`src/vhdm_pkg.sv`:
```
// ----------------------------------------------------------------------------
// vhdm_pkg
// shared types and constants for the voxel hash dedup map
// ----------------------------------------------------------------------------
package vhdm_pkg;

    localparam int KEY_W   = 21;
    localparam int COUNT_W = 17;

    localparam logic [31:0] HASH_PX = 32'd73856093;
    localparam logic [31:0] HASH_PY = 32'd19349663;
    localparam logic [31:0] HASH_PZ = 32'd83492791;

    localparam logic [0:0] ACT_INSERT = 1'b0;
    localparam logic [0:0] ACT_READ   = 1'b1;

    localparam logic [2:0] ST_NEW     = 3'd0;
    localparam logic [2:0] ST_UPDATED = 3'd1;
    localparam logic [2:0] ST_CAP     = 3'd2;
    localparam logic [2:0] ST_PROBES  = 3'd3;
    localparam logic [2:0] ST_VALID   = 3'd4;
    localparam logic [2:0] ST_EMPTY   = 3'd5;

    localparam logic [0:0] CFG_INV_LEAF   = 1'b0;
    localparam logic [0:0] CFG_MAX_VOXELS = 1'b1;

    typedef struct packed {
        logic [0:0]         action;
        logic signed [31:0] pos_x;
        logic signed [31:0] pos_y;
        logic signed [31:0] pos_z;
        logic [15:0]        intensity;
        logic [15:0]        slot_index;
    } in_word_t;

    typedef struct packed {
        logic [2:0]         status;
        logic [16:0]        voxel_count;
        logic signed [31:0] out_x;
        logic signed [31:0] out_y;
        logic signed [31:0] out_z;
        logic [15:0]        out_intensity;
    } out_word_t;

    // classified job passed from front to back
    typedef struct packed {
        logic         is_read;
        logic         read_oor;
        logic [63:0]  hash;
        logic [62:0]  key;
        logic [31:0]  px;
        logic [31:0]  py;
        logic [31:0]  pz;
        logic [15:0]  pi;
        logic [19:0]  slot;
    } job_t;

    typedef enum logic [2:0] {
        B_IDLE,
        B_RD,
        B_WAIT,
        B_CHECK,
        B_OUT
    } back_state_t;

    typedef enum logic [1:0] {
        F_IDLE,
        F_MUL,
        F_HASH,
        F_PUSH
    } front_state_t;

endpackage

```
`src/vhdm_queue.sv`:
```
// ----------------------------------------------------------------------------
// vhdm_queue
// two-entry queue between front and back
// ----------------------------------------------------------------------------
module vhdm_queue
    import vhdm_pkg::*;
(
    input  logic clk,
    input  logic rst_n,
    input  logic push,
    input  job_t push_job,
    output logic full,
    input  logic pop,
    output logic not_empty,
    output job_t head
);

    job_t       mem_reg [2];
    logic       wp_reg, rp_reg;
    logic [1:0] cnt_reg;

    assign full      = (cnt_reg == 2'd2);
    assign not_empty = (cnt_reg != 2'd0);
    assign head      = mem_reg[rp_reg];

    always_ff @(posedge clk or negedge rst_n)
    begin
        if (!rst_n)
        begin
            wp_reg  <= 1'b0;
            rp_reg  <= 1'b0;
            cnt_reg <= 2'd0;
        end
        else
        begin
            if (push && !full) wp_reg <= ~wp_reg;
            if (pop && not_empty) rp_reg <= ~rp_reg;
            cnt_reg <= cnt_reg + 2'(push && !full) - 2'(pop && not_empty);
        end
    end

    always_ff @(posedge clk)
    begin
        if (push && !full)
            mem_reg[wp_reg] <= push_job;
    end

endmodule

```
`config.mk`:
```
export PLATFORM = sky130hd
export DESIGN_NAME = vhdm_queue
export DESIGN_NICKNAME = d
export VERILOG_FILES = /design/src/vhdm_pkg.sv /design/src/vhdm_queue.sv
export SDC_FILE = /design/constraint.sdc
export NUM_CORES = 1
export LEC_CHECK = 0
export ABC_AREA = 1
export BUFFER_PORTS_ARGS = -buffer_cell sky130_fd_sc_hd__buf_2
export CORE_MARGIN = 1
export CORE_UTILIZATION = 43
export DETAILED_ROUTE_END_ITERATION = 16
export PLACE_DENSITY = 0.68
export RECOVER_POWER = 100
export SLEW_MARGIN = 20
export SYNTH_ARGS = -nofsm -noshare
export SYNTH_HDL_FRONTEND = slang
export SYNTH_SLANG_ARGS = --single-unit
```
`constraint.sdc`:
```
create_clock -name clk -period 15.5 [get_ports clk]
set_clock_uncertainty 0.15 [all_clocks]
set_input_delay 0.775 -clock clk [delete_from_list [all_inputs] [get_ports clk]]
set_output_delay 0.775 -clock clk [all_outputs]
set_load 0.02 [all_outputs]
```
==> summary.txt <==
Placed design
  – Dpl ws: 11.78 ns
  – Placer Congestion: 0.790
  – Detailed Place HPWL: 30200 um
  – Area after DPL: 22300 sq um
  – IO buf count: 527

Timing
  – Least-Margin Pin Slew: 5.67 ns
  – Fmax: 0.116 GHz
  – Setup TNS: 0 ns
  – RSZ-0062 raised after global routing: no
  – WHS: 0.229 ns
  – Setup violators final: 0
  – Final Cycle Share: 55.7%
  – Max-slew violation count: 841
  – Slack of the critical path: 6.86 ns
  – Slew headroom: -280%
  – Tmin final: 8.64 ns
  – Final hold vios: 0

Routing
  – DR iter-0 viols: 876
  – Avg WL per Cell: 18.0 um
  – Avg Vias per Cell: 4.78
  – Final WL: 46200 um
  – Detailed Routing Iterations Pass 1: 7
  – DR DRC count: 0
  – Vias: 12300
  – Antenna viol nets, final: 0

Worst setup path
  – R2R setup slack: 6.86 ns
  – Worst path cell trace: inv_1 -> nand2_1 -> nand3_1 -> clkinvlp_2 -> clkbuf_1
  – Data required, critical path: 15.03 ns
  – Worst path top cell family by delay: buffers and inverters
  – Element type at the critical path start: register
  – Crit-path max cell delay: 4.15 ns
  – Critical path buffers and inverters: 3
  – Worst endpoint data arrival time: 8.17 ns
  – Critical path class: register to register
  – Slowest stage cell, crit path: clkinvlp_2
  – Crit end category: register
  – CP Max Fanout: 123

CTS
  – CTS clk-pin slew, worst paths: 0.06 ns
  – # clock sinks: 526
  – Max clock buf depth: 3
  – H-tree levels: 2
  – Worst skew pair latency: 0.58 ns
  – Setup Buffers After CTS: 0
  – Total CTS buffers: 53
  – CTS tree: yes
  – Root buffer cell: clkbuf_16

Synth
  – Post-synthesis sequential area ratio: 82.5%
  – Post-Syn Area: 19100 sq um
  – Yosys top cell area share: 82.0%
  – Gate Count Post-Synth: 1395
  – Most numerous cell in the Yosys netlist: nand2_1
  – Cell variety after synth: 11
  – Ys flop type: edfxtp_1
  – Synth warn: 0
  – Syn Area/Cell: 13.7 sq um
  – Syn nets: 1662
  – Top post-synthesis cells by count: nand2_1 (796), edfxtp_1 (522), buf_2 (39)
  – FFs w/ async S/R, synth: 0.760%
  – Synth area leaders: edfxtp_1 (82%), nand2_1 (16%), buf_2 (1.0%)
  – Yosys reg bits: 526
  – Cell taking the most area after synthesis: edfxtp_1
  – Post-synth EDFFs: 522

Worst hold path
  – Min-Delay Path Class: primary input to register

Status
  – Status: finished with violations
  – Failing checks: max-capacitance violations, max-slew violations

Flow run
  – Max-Cap Viols: 11

Floorplan
  – Starting Density: 44.0%
  – FP Rows: 76
  – IO Pins: 528
  – Die width: 213 um
  – Core box area: 43500 sq um
  – DIE AREA: 45300 sq um
  – Die Y: 213 um

Final layout
  – Share of layout cells above drive strength 1: 11.5%
  – Area of the multi-input gates: 3040 sq um
  – Area Growth Syn to Fin: 22.8%
  – Register Area: 15800 sq um
  – Max reg flops: 522
  – Filler Cells Inserted: 3765
  – Fin area: 23500 sq um
  – Final #Nets: 2199

Global route
  – Largest net degree at the start of global routing: 124
  – All-Layer GR Usage: 19.3%
  – Vias in the first global route: 11900
  – GRT overflow: 0
  – First-pass GRT wire length: 65600 um
  – Initial antenna violation count: 15

Power
  – Peak VDD IR: 0.150 mV
  – P_leak: 9.17 nW
  – Pwr Total: 0.00496 W
  – PwrDens: 211 nW/um^2
power by group:
group	internal, W	total, W	switching (W)	leakage [nW]
registers	0.00199	0.00209	0.0000992	4.90
logic	0.000372	0.00166	0.00129	3.47
clock network	0.000696	0.00121	0.000513	0.793
cell type report:
| type | instances | share of cell area, % |
|---|---|---|
| repair buffers | 539 | 9.49 |
| diodes | 10 | 0.107 |
| multi-input cells | 802 | 12.9 |
| clock inverters | 28 | 1.03 |
| well taps | 585 | 3.12 |
| flip-flops and latches | 526 | 67.2 |
| inverters | 10 | 0.197 |
| clock buffers | 69 | 5.91 |
final timing paths:
check | cells past startpoint | end | start
worst max-delay path | 5 | mem_reg[0][133]$_DFFE_PP_ | cnt_reg[0]$_DFF_PN0_
max in group asynchronous | 2 | cnt_reg[0]$_DFF_PN0_ | rst_n
min in group asynchronous | 2 | cnt_reg[1]$_DFF_PN0_ | rst_n
worst min register to register | 2 | wp_reg$_DFFE_PN0N_ | wp_reg$_DFFE_PN0N_
worst min-delay path | 1 | mem_reg[1][20]$_DFFE_PP_ | push_job[20]
worst max register to register | 5 | mem_reg[0][133]$_DFFE_PP_ | cnt_reg[0]$_DFF_PN0_
kinds of logic after synthesis:
| group | Yosys count | share of synthesized area, % |
|---|---|---|
| buf+inv | 67 | 1.63 |
| simple gates | 800 | 15.7 |
| fa+ha+maj | 2 | 0.131 |
| flops | 526 | 82.5 |
metrics by stage:
| stage | instances | util, % |
|---|---|---|
| after floorplan | 1395 | - |
| after global placement | 2461 | 51.4 |
| after detailed placement | 2461 | 51.4 |
| after CTS | 2559 | 55.1 |
| after global routing | 2564 | 54.0 |
| final | 2569 | 54.0 |
layout by cell type (no fill, tap or decap), drive strengths merged:
cell	synthesis	final
nand2	796	796
edfxtp	522	522
clkbuf	15	452
buf	42	155
clkinv	0	19
inv	10	13
diode	0	10
bufinv	0	4
dfrtp	4	4
nand3	3	3
ha	2	2
clkinvlp	0	2
nor2	1	1
dlygate4sd3	0	1
worst register-to-register path, stage by stage, from the launching register on:
cell	delay (ns)
dfrtp_1	0.38
inv_1	0.08
nand2_1	0.10
nand3_1	0.12
clkinvlp_2	4.15
clkbuf_1	2.71
per-layer routing:
metal	GRT usage, %	wire length [um]
met3	6.81	4240
met1	22.4	17600
met5	0	64
met2	32.5	23100
met4	7.69	1320
what timing repair did:
item,4_1_cts,5_1_grt
gates resized for setup,0,0
hold endpoints to repair,4,0
hold buffers,1,0
(Power assumes the default switching activity.)
